File: config.mk
export PLATFORM = sky130hd
export DESIGN_NAME = rccps_front
export DESIGN_NICKNAME = d
export VERILOG_FILES = /design/src/sv/rccps_pkg.sv /design/src/sv/rccps_front.sv
export VERILOG_INCLUDE_DIRS = /design/src /design/src/sv
export SDC_FILE = /design/constraint.sdc
export NUM_CORES = 1
export LEC_CHECK = 0
export BUFFER_PORTS_ARGS = -buffer_cell sky130_fd_sc_hd__clkbuf_2
export CORE_ASPECT_RATIO = 0.9
export CORE_MARGIN = 2
export CORE_UTILIZATION = 35
export DETAILED_ROUTE_END_ITERATION = 7
export PLACE_DENSITY = 0.65
export SYNTH_ARGS = -nofsm -noshare
export SYNTH_HDL_FRONTEND = slang
export SYNTH_SLANG_ARGS = --single-unit
File: constraint.sdc
create_clock -name clock -period 10.45 [get_ports clock]
set_clock_uncertainty 0.1 [all_clocks]
set_input_delay 0.5225 -clock clock [delete_from_list [all_inputs] [get_ports clock]]
set_output_delay 0.5225 -clock clock [all_outputs]
set_load 0.03 [all_outputs]
File: src/sv/raycast_column_pixel_shader_assert.svh
`ifndef RAYCAST_COLUMN_PIXEL_SHADER_ASSERT_SVH
`define RAYCAST_COLUMN_PIXEL_SHADER_ASSERT_SVH

// These expect signals named clock and reset in the scope of use.

// expr must never be true outside reset
`define RCCPS_ASSERT_NEVER(label, expr, msg) \
   label: assert property (@(posedge clock) disable iff (reset) !(expr)) \
      else $error(msg);

// cons holds in the same cycle as ante
`define RCCPS_ASSERT_IMPLY(label, ante, cons, msg) \
   label: assert property (@(posedge clock) disable iff (reset) (ante) |-> (cons)) \
      else $error(msg);

// cons holds in the cycle after ante
`define RCCPS_ASSERT_NEXT(label, ante, cons, msg) \
   label: assert property (@(posedge clock) disable iff (reset) (ante) |=> (cons)) \
      else $error(msg);

`endif

File: src/sv/rccps_pkg.sv
`timescale 1ns / 1ps

package rccps_pkg;

   localparam int SCREEN_HEIGHT = 512;
   localparam int TEX_SIZE      = 64;
   localparam int TEX_COUNT     = 4;

   localparam int TEX_AREA    = TEX_SIZE * TEX_SIZE;
   localparam int STORE_DEPTH = TEX_COUNT * TEX_AREA;
   localparam int STORE_AW    = $clog2(STORE_DEPTH);
   localparam int TEX_RW      = $clog2(TEX_SIZE);

   localparam int COLOR_W   = 32;
   localparam int ADDR_W    = 22;
   localparam int PITCH_W   = 13;
   localparam int ROW_W     = 9;
   localparam int COL_W     = 10;
   localparam int LH_W      = 16;
   localparam int TCOL_W    = 6;
   localparam int SEL_W     = 2;
   localparam int LIDX_W    = 12;
   localparam int CSR_IDX_W = 2;

   // signed row offset y - H/2 + lh/2, and its magnitude
   localparam int N_W     = LH_W + 2;
   localparam int NMAG_W  = LH_W + 1;
   localparam int NUMER_W = NMAG_W + TEX_RW;
   localparam logic signed [N_W-1:0] HALF_H = N_W'(SCREEN_HEIGHT / 2);

   // texel row divider: quotient bits spread over a fixed number of stages
   localparam int DIV_STAGES = 3;
   localparam int DIV_BPS    = (TEX_RW + DIV_STAGES - 1) / DIV_STAGES;

   localparam logic [PITCH_W-1:0] PITCH_RESET = PITCH_W'(1024);

   typedef enum logic [CSR_IDX_W-1:0] {
      CSR_CEILING_COLOR = 2'd0,
      CSR_FLOOR_COLOR   = 2'd1,
      CSR_ROW_PITCH     = 2'd2
   } csr_index_type;

   typedef enum logic {
      CMD_LOAD  = 1'b0,
      CMD_SHADE = 1'b1
   } cmd_type;

   typedef enum logic [1:0] {
      REGION_CEILING = 2'd0,
      REGION_WALL    = 2'd1,
      REGION_FLOOR   = 2'd2
   } region_type;

   typedef struct packed {
      cmd_type              cmd;
      logic [COL_W-1:0]     pixel_col;
      logic [ROW_W-1:0]     pixel_row;
      logic [ROW_W-1:0]     span_start;
      logic [ROW_W-1:0]     span_end;
      logic [LH_W-1:0]      wall_height;
      logic [TCOL_W-1:0]    tex_col;
      logic [SEL_W-1:0]     tex_select;
      logic [LIDX_W-1:0]    load_index;
      logic [COLOR_W-1:0]   load_color;
   } item_type;

   typedef struct packed {
      cmd_type              cmd;
      region_type           region;
      logic [SEL_W-1:0]     tex_select;
      logic [TEX_RW-1:0]    tex_col;
      logic [LIDX_W-1:0]    load_index;
      logic [COLOR_W-1:0]   load_color;
      logic [COL_W-1:0]     pixel_col;
      logic [ADDR_W-1:0]    addr_prod;
      logic                 row_zero;
      logic                 row_sat;
   } pipe_type;

   typedef struct packed {
      logic [LH_W-1:0]   rem;
      logic [TEX_RW-1:0] quot;
      logic [TEX_RW-1:0] low;
      logic [LH_W-1:0]   lh;
   } div_type;

   function automatic logic tex_in_range(logic [SEL_W-1:0] sel);
      return int'(sel) < TEX_COUNT;
   endfunction

   function automatic logic load_in_range(logic [SEL_W-1:0] sel, logic [LIDX_W-1:0] idx);
      return (int'(sel) < TEX_COUNT) && (int'(idx) < TEX_AREA);
   endfunction

   function automatic logic [TEX_RW-1:0] clamp_col(logic [TCOL_W-1:0] col);
      if (int'(col) >= TEX_SIZE) begin
         return TEX_RW'(TEX_SIZE - 1);
      end
      return TEX_RW'(col);
   endfunction

   function automatic logic [STORE_AW-1:0] texel_addr(logic [SEL_W-1:0] sel,
                                                      logic [TEX_RW-1:0] row,
                                                      logic [TEX_RW-1:0] col);
      return STORE_AW'(sel) * STORE_AW'(TEX_AREA) + STORE_AW'(row) * STORE_AW'(TEX_SIZE)
             + STORE_AW'(col);
   endfunction

   function automatic logic [STORE_AW-1:0] load_addr(logic [SEL_W-1:0] sel,
                                                     logic [LIDX_W-1:0] idx);
      return STORE_AW'(sel) * STORE_AW'(TEX_AREA) + STORE_AW'(idx);
   endfunction

endpackage

File: src/sv/rccps_front.sv
`timescale 1ns / 1ps
`include "raycast_column_pixel_shader_assert.svh"

module rccps_front import rccps_pkg::*; (
   input  logic               clock,
   input  logic               reset,
   input  logic               advance,
   input  logic               in_valid,
   input  item_type           in_item,
   input  logic [PITCH_W-1:0] row_pitch,
   output logic               out_valid,
   output pipe_type           out_pipe,
   output div_type            out_div
);

   logic                     s1_valid_ff;
   item_type                 s1_item_ff;
   logic                     s2_valid_ff;
   pipe_type                 s2_pipe_ff;
   pipe_type                 s2_pipe_in;
   div_type                  s2_div_ff;
   div_type                  s2_div_in;

   logic [LH_W-1:0]          lh_eff;
   logic signed [N_W-1:0]    row_off;
   logic [NMAG_W-1:0]        row_mag;
   logic [NUMER_W-1:0]       numer;

   always_ff @(posedge clock) begin
      if (reset) begin
         s1_valid_ff <= 1'b0;
         s2_valid_ff <= 1'b0;
      end else if (advance) begin
         s1_valid_ff <= in_valid;
         s2_valid_ff <= s1_valid_ff;
      end
   end

   always_ff @(posedge clock) begin
      if (advance) begin
         s1_item_ff <= in_item;
         s2_pipe_ff <= s2_pipe_in;
         s2_div_ff  <= s2_div_in;
      end
   end

   always_comb begin
      lh_eff  = (s1_item_ff.wall_height == '0) ? LH_W'(1) : s1_item_ff.wall_height;
      row_off = $signed(N_W'(s1_item_ff.pixel_row)) - HALF_H
                + $signed(N_W'(lh_eff[LH_W-1:1]));
      row_mag = row_off[NMAG_W-1:0];
      // numerator row_off*TEX_SIZE; only meaningful when 0 <= row_off < lh
      numer   = NUMER_W'(row_mag) * NUMER_W'(TEX_SIZE);

      s2_pipe_in.cmd        = s1_item_ff.cmd;
      s2_pipe_in.tex_select = s1_item_ff.tex_select;
      s2_pipe_in.tex_col    = clamp_col(s1_item_ff.tex_col);
      s2_pipe_in.load_index = s1_item_ff.load_index;
      s2_pipe_in.load_color = s1_item_ff.load_color;
      s2_pipe_in.pixel_col  = s1_item_ff.pixel_col;
      s2_pipe_in.addr_prod  = ADDR_W'(s1_item_ff.pixel_row) * ADDR_W'(row_pitch);
      s2_pipe_in.row_zero   = row_off[N_W-1];
      s2_pipe_in.row_sat    = !row_off[N_W-1] && (row_mag >= NMAG_W'(lh_eff));

      // floor wins when the span is empty or inverted
      priority if (s1_item_ff.pixel_row > s1_item_ff.span_end) begin
         s2_pipe_in.region = REGION_FLOOR;
      end else if (s1_item_ff.pixel_row < s1_item_ff.span_start) begin
         s2_pipe_in.region = REGION_CEILING;
      end else begin
         s2_pipe_in.region = REGION_WALL;
      end

      s2_div_in.rem  = LH_W'(numer[NUMER_W-1:TEX_RW]);
      s2_div_in.low  = numer[TEX_RW-1:0];
      s2_div_in.quot = '0;
      s2_div_in.lh   = lh_eff;
   end

   assign out_valid = s2_valid_ff;
   assign out_pipe  = s2_pipe_ff;
   assign out_div   = s2_div_ff;

   `RCCPS_ASSERT_NEVER(a_row_clamp_excl, s2_valid_ff && s2_pipe_ff.row_zero && s2_pipe_ff.row_sat, "texel row clamped both low and high")

endmodule

==> results.sh <==
export IMPL_wl_per_cell_um=16.2
export IMPL_r2r_cells=13
export IMPL_synth_area_um2=12400
export IMPL_clk_latency_ns=0.55
export IMPL_ant_nets=0
export IMPL_max_freq_mhz=192
export IMPL_ys_warn_count=0
export IMPL_crit_arrival_ns=5.41
export IMPL_r2r_slack_ns=5.24
export IMPL_die_area_um2=37000
export IMPL_start_util=0.355
export IMPL_setup_viol=0
export IMPL_cts_resized=0
export IMPL_track_usage=0.145
export IMPL_drt_wl_total_um=27200
export IMPL_critPathMaxStageDelay_ns=0.84
export IMPL_slew_violations=0
export IMPL_netlist_instances=947
export IMPL_clockBufferDepth=3
export IMPL_r2r_start="s1_item_ff[94]$_DFFE_PP_"
export IMPL_netlist_top_cells_area="edfxtp_1 (55%), fa_1 (13%), ha_1 (9.2%)"
export IMPL_grt_first_pass_wirelength_um=42200
export IMPL_critPathMaxFanout=19
export IMPL_setup_slack_ns=5.24
export IMPL_num_rows=65
export IMPL_status="finished, final reports clean"
export IMPL_hold_path_end="s1_item_ff[53]$_DFFE_PP_"
export IMPL_htreeDepth=1
export IMPL_die_h_um=183
export IMPL_cp_startpoint="s1_item_ff[94]$_DFFE_PP_"
export IMPL_ys_ff_latch=229
export IMPL_cts_buffers=25
export IMPL_grt_overflow=0
export IMPL_layout_commonest_cell="clkbuf_2"
export IMPL_async_flop_share=0
export IMPL_max_cap_violations=0
export IMPL_coreArea_um2=35000
export IMPL_ys_types=61
export IMPL_cts_root_buf="clkbuf_16"
export IMPL_io_pins=257
export IMPL_holdWs_ns=0.0432
export IMPL_critPathTopFamily="adder cells"
export IMPL_power_density_nw_per_um2=234
export IMPL_area_growth_pct=20.3
export IMPL_grt_max_degree=84
export IMPL_drc_errors=0
export IMPL_crit_path_end_kind="flop"
export IMPL_hold_viol=0
export IMPL_rsz0062_at_grt="false"
export IMPL_tns_ns=0
export IMPL_synth_top_area_cell="edfxtp_1"
export IMPL_r2r_end="out_pipe[23]$_DFFE_PP_"
export IMPL_clock_sinks=229
export IMPL_routabilityCongestion=0.803
export IMPL_power_mw=3.49
export IMPL_cp_common_cell="fa_1"
export IMPL_path_clk_slew_ns=0.06
export IMPL_cp_cell_sequence="nand2_1, fa_1, fa_1, fa_1, inv_1, fa_1, ha_1, nand3_1, o211ai_1, o211ai_2, nor3_1, o41ai_2, xnor2_1"
export IMPL_hold_path_depth=1
export IMPL_slowest_stage="edfxtp_1"
export IMPL_cts_setup_buffers=0
export IMPL_ctsHoldBuffers=0
export IMPL_fin_crit_ns=5.21
export IMPL_synth_edf_count=227
export IMPL_crit_buf_inv=1
export IMPL_ys_seq_area_frac=0.552
export IMPL_num_vias=7714
export IMPL_netlist_area_leader_share=0.549
export IMPL_worst_slew_pin_slew_ns=0.998
export IMPL_required_ns=10.65
export IMPL_io_buffers=244
export IMPL_hpwl_um=20000
export IMPL_nets=1479
export IMPL_cellLeakagePower_nw=6.67
export IMPL_min_period_over_period=0.499
export IMPL_hold_start="in_item[53]"
export IMPL_dp_slack_ns=5.26
export IMPL_vias_per_cell=4.61
export IMPL_fin_util=0.427
export IMPL_antenna_found_initial=2
export IMPL_cp_start_kind="flop"
export IMPL_cts_tree="done"
export IMPL_drt_first_pass_iters=5
export IMPL_hold_path_class="input port to flop"
export IMPL_critPathKind="flop to flop"
export IMPL_drive_gt1_frac=0.248
export IMPL_synth_avg_cell_area_um2=13.1
export IMPL_grt_pass1_vias=7865
export IMPL_first_iter_violations=428
export IMPL_die_x_um=203
export IMPL_vdd_ir_drop_worst_v=0.000129
export IMPL_synthFlopType="edfxtp_1"
export IMPL_layout_common_cells="clkbuf_2 (243), edfxtp_1 (227), inv_1 (155)"
export IMPL_relSlewSlack=0.335
==> worst max-delay path by stage <==
stage / end / slack, ns / cells after the start
after floorplan: out_pipe[23]$_DFFE_PP_ / 5.68 / 17
after global placement: out_pipe[23]$_DFFE_PP_ / 5.34 / 16
after detailed placement: out_pipe[23]$_DFFE_PP_ / 5.26 / 13
after CTS: out_pipe[23]$_DFFE_PP_ / 5.26 / 13
after global routing: out_pipe[23]$_DFFE_PP_ / 5.03 / 15
final: out_pipe[23]$_DFFE_PP_ / 5.24 / 13
==> where the power goes <==
part / total, mW / internal (mW) / switching (mW)
clock network: 0.916 / 0.542 / 0.375
logic: 1.34 / 0.511 / 0.825
registers: 1.24 / 1.19 / 0.0544
total: 3.49 / 2.24 / 1.25
==> routing by layer <==
metal,share of wire,track usage,vias to the layer above
met5,0,0,-
met4,0.027,0.0455,0
met3,0.062,0.0334,45
met2,0.46,0.227,217
met1,0.45,0.200,3765
li1,-,-,3687
==> cell type report <==
class / instances / area (µm²)
clock inverter: 18 / 221
clock buffer: 27 / 633
fill: 3293 / 20000
inverter: 155 / 582
multi-input combinational: 529 / 4810
tap: 469 / 587
sequential: 229 / 6860
timing repair buffer: 246 / 1250
antenna: 2 / 5.00
==> per-stage QoR <==
step | instance area, µm² | instances
finish | 14900 | 1675
global route | 14900 | 1675
CTS | 14900 | 1673
detailed placement | 14100 | 1628
global placement | 14100 | 1628
floorplan | 12500 | 958
==> registers in the layout (all words and copies together) (netlist names) <==
register and flops:
out_valid 1, out_div 32, s1_item_ff 106, out_pipe 89, s1_valid_ff 1
==> cell usage after synthesis, types with 5 or more instances <==
master     count
nand3_1        8
edfxtp_1     227
nand4_1        5
ha_1          91
nor2_1        26
nor3_1         9
xor2_1        11
nor4_1         7
buf_4         12
clkbuf_1      32
a21o_1         9
nand2_1       83
o21ai_0       16
a21oi_1       31
inv_1        155
and2_1        54
fa_1          79
a2111oi_0      5
xnor2_1       15
nand2b_1       5
==> logic make-up (layout without fill, tap and decap cells) <==
group                      after synthesis  count (layout)  share of synthesized area
AOI/OAI and AO/OA                      103             103                     0.0570
muxes                                    3               3                    0.00242
adders and majority gates              170             170                      0.219
buffers and inverters                  200             446                     0.0642
DFF                                    229             229                      0.552
other                                    1              14                   0.000302
and+or+nand+nor                        215             215                     0.0865
xor gates and xnor gates                26              26                     0.0183
Note: power is estimated with default switching activity, not from simulation.
