File: src/sv/raycast_column_pixel_shader_assert.svh
`ifndef RAYCAST_COLUMN_PIXEL_SHADER_ASSERT_SVH
`define RAYCAST_COLUMN_PIXEL_SHADER_ASSERT_SVH

// These expect signals named clock and reset in the scope of use.

// expr must never be true outside reset
`define RCCPS_ASSERT_NEVER(label, expr, msg) \
   label: assert property (@(posedge clock) disable iff (reset) !(expr)) \
      else $error(msg);

// cons holds in the same cycle as ante
`define RCCPS_ASSERT_IMPLY(label, ante, cons, msg) \
   label: assert property (@(posedge clock) disable iff (reset) (ante) |-> (cons)) \
      else $error(msg);

// cons holds in the cycle after ante
`define RCCPS_ASSERT_NEXT(label, ante, cons, msg) \
   label: assert property (@(posedge clock) disable iff (reset) (ante) |=> (cons)) \
      else $error(msg);

`endif

File: src/sv/rccps_pkg.sv
`timescale 1ns / 1ps

package rccps_pkg;

   localparam int SCREEN_HEIGHT = 512;
   localparam int TEX_SIZE      = 64;
   localparam int TEX_COUNT     = 4;

   localparam int TEX_AREA    = TEX_SIZE * TEX_SIZE;
   localparam int STORE_DEPTH = TEX_COUNT * TEX_AREA;
   localparam int STORE_AW    = $clog2(STORE_DEPTH);
   localparam int TEX_RW      = $clog2(TEX_SIZE);

   localparam int COLOR_W   = 32;
   localparam int ADDR_W    = 22;
   localparam int PITCH_W   = 13;
   localparam int ROW_W     = 9;
   localparam int COL_W     = 10;
   localparam int LH_W      = 16;
   localparam int TCOL_W    = 6;
   localparam int SEL_W     = 2;
   localparam int LIDX_W    = 12;
   localparam int CSR_IDX_W = 2;

   // signed row offset y - H/2 + lh/2, and its magnitude
   localparam int N_W     = LH_W + 2;
   localparam int NMAG_W  = LH_W + 1;
   localparam int NUMER_W = NMAG_W + TEX_RW;
   localparam logic signed [N_W-1:0] HALF_H = N_W'(SCREEN_HEIGHT / 2);

   // texel row divider: quotient bits spread over a fixed number of stages
   localparam int DIV_STAGES = 3;
   localparam int DIV_BPS    = (TEX_RW + DIV_STAGES - 1) / DIV_STAGES;

   localparam logic [PITCH_W-1:0] PITCH_RESET = PITCH_W'(1024);

   typedef enum logic [CSR_IDX_W-1:0] {
      CSR_CEILING_COLOR = 2'd0,
      CSR_FLOOR_COLOR   = 2'd1,
      CSR_ROW_PITCH     = 2'd2
   } csr_index_type;

   typedef enum logic {
      CMD_LOAD  = 1'b0,
      CMD_SHADE = 1'b1
   } cmd_type;

   typedef enum logic [1:0] {
      REGION_CEILING = 2'd0,
      REGION_WALL    = 2'd1,
      REGION_FLOOR   = 2'd2
   } region_type;

   typedef struct packed {
      cmd_type              cmd;
      logic [COL_W-1:0]     pixel_col;
      logic [ROW_W-1:0]     pixel_row;
      logic [ROW_W-1:0]     span_start;
      logic [ROW_W-1:0]     span_end;
      logic [LH_W-1:0]      wall_height;
      logic [TCOL_W-1:0]    tex_col;
      logic [SEL_W-1:0]     tex_select;
      logic [LIDX_W-1:0]    load_index;
      logic [COLOR_W-1:0]   load_color;
   } item_type;

   typedef struct packed {
      cmd_type              cmd;
      region_type           region;
      logic [SEL_W-1:0]     tex_select;
      logic [TEX_RW-1:0]    tex_col;
      logic [LIDX_W-1:0]    load_index;
      logic [COLOR_W-1:0]   load_color;
      logic [COL_W-1:0]     pixel_col;
      logic [ADDR_W-1:0]    addr_prod;
      logic                 row_zero;
      logic                 row_sat;
   } pipe_type;

   typedef struct packed {
      logic [LH_W-1:0]   rem;
      logic [TEX_RW-1:0] quot;
      logic [TEX_RW-1:0] low;
      logic [LH_W-1:0]   lh;
   } div_type;

   function automatic logic tex_in_range(logic [SEL_W-1:0] sel);
      return int'(sel) < TEX_COUNT;
   endfunction

   function automatic logic load_in_range(logic [SEL_W-1:0] sel, logic [LIDX_W-1:0] idx);
      return (int'(sel) < TEX_COUNT) && (int'(idx) < TEX_AREA);
   endfunction

   function automatic logic [TEX_RW-1:0] clamp_col(logic [TCOL_W-1:0] col);
      if (int'(col) >= TEX_SIZE) begin
         return TEX_RW'(TEX_SIZE - 1);
      end
      return TEX_RW'(col);
   endfunction

   function automatic logic [STORE_AW-1:0] texel_addr(logic [SEL_W-1:0] sel,
                                                      logic [TEX_RW-1:0] row,
                                                      logic [TEX_RW-1:0] col);
      return STORE_AW'(sel) * STORE_AW'(TEX_AREA) + STORE_AW'(row) * STORE_AW'(TEX_SIZE)
             + STORE_AW'(col);
   endfunction

   function automatic logic [STORE_AW-1:0] load_addr(logic [SEL_W-1:0] sel,
                                                     logic [LIDX_W-1:0] idx);
      return STORE_AW'(sel) * STORE_AW'(TEX_AREA) + STORE_AW'(idx);
   endfunction

endpackage

File: src/sv/rccps_divider.sv
`timescale 1ns / 1ps
`include "raycast_column_pixel_shader_assert.svh"

module rccps_divider import rccps_pkg::*; (
   input  logic     clock,
   input  logic     reset,
   input  logic     advance,
   input  logic     in_valid,
   input  pipe_type in_pipe,
   input  div_type  in_div,
   output logic     out_valid,
   output pipe_type out_pipe,
   output div_type  out_div
);

   logic [DIV_STAGES-1:0] valid_ff;
   logic [DIV_STAGES-1:0] valid_in;
   pipe_type              pipe_ff [DIV_STAGES];
   pipe_type              pipe_in [DIV_STAGES];
   div_type               div_ff  [DIV_STAGES];
   div_type               src_div [DIV_STAGES];
   div_type               div_in  [DIV_STAGES];

   assign valid_in[0] = in_valid;
   assign pipe_in[0]  = in_pipe;
   assign src_div[0]  = in_div;

   for (genvar s = 1; s < DIV_STAGES; s++) begin : g_link
      assign valid_in[s] = valid_ff[s-1];
      assign pipe_in[s]  = pipe_ff[s-1];
      assign src_div[s]  = div_ff[s-1];
   end

   // restoring division, DIV_BPS quotient bits per stage
   for (genvar s = 0; s < DIV_STAGES; s++) begin : g_stage
      always_comb begin
         div_type           d;
         logic [NMAG_W-1:0] trial;
         logic              fit;
         d     = src_div[s];
         trial = '0;
         fit   = 1'b0;
         for (int k = 0; k < DIV_BPS; k++) begin
            if (s * DIV_BPS + k < TEX_RW) begin
               trial  = {d.rem, d.low[TEX_RW-1]};
               fit    = trial >= NMAG_W'(d.lh);
               d.rem  = fit ? LH_W'(trial - NMAG_W'(d.lh)) : LH_W'(trial);
               d.quot = {d.quot[TEX_RW-2:0], fit};
               d.low  = d.low << 1;
            end
         end
         div_in[s] = d;
      end
   end

   always_ff @(posedge clock) begin
      if (reset) begin
         valid_ff <= '0;
      end else if (advance) begin
         valid_ff <= valid_in;
      end
   end

   always_ff @(posedge clock) begin
      if (advance) begin
         for (int s = 0; s < DIV_STAGES; s++) begin
            pipe_ff[s] <= pipe_in[s];
            div_ff[s]  <= div_in[s];
         end
      end
   end

   assign out_valid = valid_ff[DIV_STAGES-1];
   assign out_pipe  = pipe_ff[DIV_STAGES-1];
   assign out_div   = div_ff[DIV_STAGES-1];

   `RCCPS_ASSERT_IMPLY(a_rem_bound, out_valid && !out_pipe.row_zero && !out_pipe.row_sat, out_div.rem < out_div.lh, "divider remainder not below wall height")

endmodule

File: config.mk
export PLATFORM = sky130hd
export DESIGN_NAME = rccps_divider
export DESIGN_NICKNAME = d
export VERILOG_FILES = /design/src/sv/rccps_pkg.sv /design/src/sv/rccps_divider.sv
export VERILOG_INCLUDE_DIRS = /design/src /design/src/sv
export SDC_FILE = /design/constraint.sdc
export NUM_CORES = 1
export LEC_CHECK = 0
export ABC_AREA = 1
export BUFFER_PORTS_ARGS = -buffer_cell sky130_fd_sc_hd__buf_2
export CELL_PAD_IN_SITES_DETAIL_PLACEMENT = 1
export CELL_PAD_IN_SITES_GLOBAL_PLACEMENT = 1
export CORE_MARGIN = 2
export CORE_UTILIZATION = 49
export DETAILED_ROUTE_END_ITERATION = 8
export PLACE_DENSITY = 0.86
export SYNTH_ARGS = -nofsm -noshare
export SYNTH_HDL_FRONTEND = slang
export SYNTH_SLANG_ARGS = --single-unit
File: constraint.sdc
create_clock -name clock -period 8.2 [get_ports clock]
set_clock_uncertainty 0.05 [all_clocks]
set_input_delay 1.64 -clock clock [delete_from_list [all_inputs] [get_ports clock]]
set_output_delay 1.64 -clock clock [all_outputs]
set_load 0.03 [all_outputs]
==> impl_metrics.toml <==
[run_status]
status = "completed"

[routing]
post_drt_wl_per_cell_um = 19.1
vias_per_cell = 5.11
drtIter0Drc = 678
dr.pass1.iters = 7
postRouteAntennaNets = 0
wl_um = 48000
num_vias = 12848
drc = 0

[critical_path]
r2r_cells = 24
path_class = "in -> reg"
rrSetupSlack_ns = 3.22
crit_arrival_ns = 5.87
timing.rr.start = "div_ff[0][8]$_DFFE_PP_"
cp-endpoint = "div_ff[0][28]$_DFFE_PP_"
path_max_fanout = 17
startpoint = "in_div[4]"
cp-start-kind = "input port"
critPathRequiredTime_ns = 8.44
end_kind = "flip-flop"
reg2reg_to = "div_ff[0][73]$_DFFE_PP_"

[floorplan]
core_area_mm2 = 0.0387
dieArea_mm2 = 0.0410
rows = 72
initial_core_util_pct = 49.8
io_pins = 271
die_h_um = 202
die_w_um = 202

[synthesis]
syn_inst = 1803
synthMuxAreaShare_pct = 0
synthAdderAreaFrac_pct = 6.85
ys_top_cells_by_area = "edfxtp_1 59%, nand2_1 10%, ha_1 6.2%, buf_4 5.4%, nand3_1 3.7%"
synth_warnings = 0
avgSynthCellArea_um2 = 10.7
yosysTopAreaCellShare_pct = 59.3
async_flop_share_pct = 0
yosys.area.top_type = "edfxtp_1"
synth_edf_count = 381
ys_seq_area_share_pct = 59.6
synth_cell_types = 42
synthSimpleGateAreaFrac_pct = 18.7
synth_xor_area_share_pct = 1.95
synth_area_mm2 = 0.0193
ys.flop_type = "edfxtp_1"
ys_ff_latch = 384
synth_compound_area_share_pct = 3.41
yosys-top-cells-count = "518 x nand2_1, 381 x edfxtp_1, 180 x inv_1"
yosys.cell_count.top_type = "nand2_1"
synth_top_family_by_area = "simple AND/OR/NAND/NOR gates"

[placement]
dp_hpwl_um = 37000
gp_congestion = 0.907
port_buffers = 258
post-place-cells = 2438

[sta]
rsz0062_at_grt = "no"
setup-violations-final = 0
worst_slew_pin_slew_ns = 1.04
finalMaxSlewViolations = 0
period_needed_ns = 5.63
max_slew_margin_pct = 30.3
period_share_pct = 68.7
hold_viol_final = 0
fmax_mhz = 178
setup-tns-final_ns = 0

[cts]
cts.repair.resized = 0
cts_tree = "done"
cts_buffers = 39
clkSlewWorstSetupHoldPaths_ns = 0.06
post-cts-setup-buffers = 0
clock_sinks = 384
cts-root-buf = "clkbuf_16"
clock_latency_ns = 0.56
ctsHoldBuffers = 0
cts_buffer_depth = 3
htree_levels = 2

[global_route]
grt_max_degree = 169
grt_pass1_wl_um = 73800
grt_pass1_vias = 13789
track_usage_pct = 23.4
antenna_found_initial = 6
overflow = 0

[cells_and_area]
drive_gt1_share_pct = 18.8
n_fill_cell = 4309
area_growth_pct = 10.8
final-seq-area_mm2 = 0.0115
multiInputGateArea_mm2 = 0.00598
fin_cells = 2512
layout.nets = 2200
fin_util_pct = 55.2

[power_and_ir_drop]
powerDensity_mw_per_mm2 = 360
ir_drop_uv = 171
p_leak_nw = 9.59

[run]
cap_violations = 0

[hold_path]
min_path_type = "reg -> reg"
min_from = "pipe_ff[0][130]$_DFFE_PP_"
-- how the worst min path moves through the flow --
stage	cells past startpoint	slack [ns]	endpoint
floorplan	0	0.35	div_ff[0][106]$_DFFE_PP_
global placement	0	0.35	pipe_ff[0][197]$_DFFE_PP_
detailed placement	0	0.36	pipe_ff[0][95]$_DFFE_PP_
CTS	0	0.37	pipe_ff[0][248]$_DFFE_PP_
global route	0	0.37	pipe_ff[0][248]$_DFFE_PP_
finish	0	0.37	pipe_ff[0][219]$_DFFE_PP_
-- final cells by class --
cell class	count	area share [%]
Antenna cell	6	0.0703
Clock buffer	53	4.81
Clock inverter	15	0.790
Inverter	187	3.28
Multi-Input combinational cell	1089	28.0
Sequential cell	384	53.8
Tap cell	518	3.03
Timing Repair Buffer	260	6.22
-- flip-flops by register name, indices dropped and copies added, names as in the netlist --
signal,cells
valid_ff,3
div_ff,114
pipe_ff,267
-- through the flow --
stage	hold slack, ns	setup WS (ns)	power [mW]	instance area (um^2)
final	0.365	2.57	7.70	21400
after global routing	0.372	2.18	8.23	21400
after global placement	0.350	2.03	5.80	20200
after detailed placement	0.356	1.98	6.00	20200
after floorplan	0.350	3.45	5.26	19300
after CTS	0.368	2.56	7.74	21400
-- layout by cell type, fill, tap and decap left out, types with 4 or more instances in the layout --
| cell | Yosys | layout |
|---|---|---|
| buf_2 | 2 | 257 |
| nand4_1 | 15 | 15 |
| nand3_1 | 141 | 141 |
| a21oi_1 | 68 | 68 |
| inv_1 | 180 | 180 |
| nand3_2 | 6 | 6 |
| inv_2 | 6 | 6 |
| edfxtp_1 | 381 | 381 |
| xnor2_1 | 13 | 13 |
| or2_2 | 18 | 18 |
| nor2_1 | 70 | 70 |
| ha_1 | 96 | 96 |
| and2_1 | 6 | 6 |
| fa_1 | 6 | 6 |
| nand2_1 | 518 | 518 |
| nand2_2 | 15 | 15 |
| and3_1 | 4 | 4 |
| clkbuf_16 | 0 | 39 |
| clkbuf_1 | 0 | 14 |
| o21bai_1 | 4 | 4 |
| xor2_1 | 30 | 30 |
| o21ai_0 | 16 | 16 |
| clkinv_1 | 1 | 5 |
| diode_2 | 0 | 6 |
| nand3b_1 | 13 | 13 |
| a21o_1 | 7 | 7 |
| nor3_1 | 4 | 4 |
| conb_1 | 1 | 6 |
| a21boi_0 | 4 | 4 |
-- critical path: stages --
cell	delay [ns]
buf_2	0.12
inv_1	0.09
ha_1	0.36
nand2_1	0.13
inv_1	0.05
nand2_1	0.07
nand3_2	0.14
nand2_1	0.14
nand2_2	0.10
a21oi_2	0.65
nand2_1	0.10
nand2_1	0.16
ha_1	0.32
nand2_1	0.09
inv_1	0.07
nand2_1	0.07
nand2_1	0.06
a21oi_1	0.13
nand2_1	0.13
nand2_1	0.08
nand2_1	0.07
nand2_1	0.53
nand3_4	0.34
nand2_1	0.14
nand2_1	0.07
-- layer usage --
| metal | GRT usage (%) | share of wire, % | up-vias |
|---|---|---|---|
| li1 | - | - | 6268 |
| met1 | 26.6 | 39 | 6223 |
| met2 | 44.5 | 54 | 279 |
| met3 | 3.00 | 3.5 | 78 |
| met4 | 8.76 | 3.4 | 0 |
| met5 | 0 | 0 | - |
-- power by group --
group	switching (mW)	total (mW)	leakage (nW)	internal (mW)
Combinational	2.26	3.36	5.26	1.10
Sequential	0.106	2.66	3.75	2.56
Clock	0.720	1.67	0.571	0.951
Total	3.09	7.70	9.59	4.61
-- cell families (layout without fill, tap and decap cells) --
logic type,Yosys count,after routing
buffers and inverters,335,515
XOR/XNOR,43,43
other,1,12
flip-flops,384,384
adder cells (fa/ha/maj),102,102
AND/OR/NAND/NOR,824,824
AO/OA/AOI/OAI,114,114
Power figures use the tool's default switching activity.
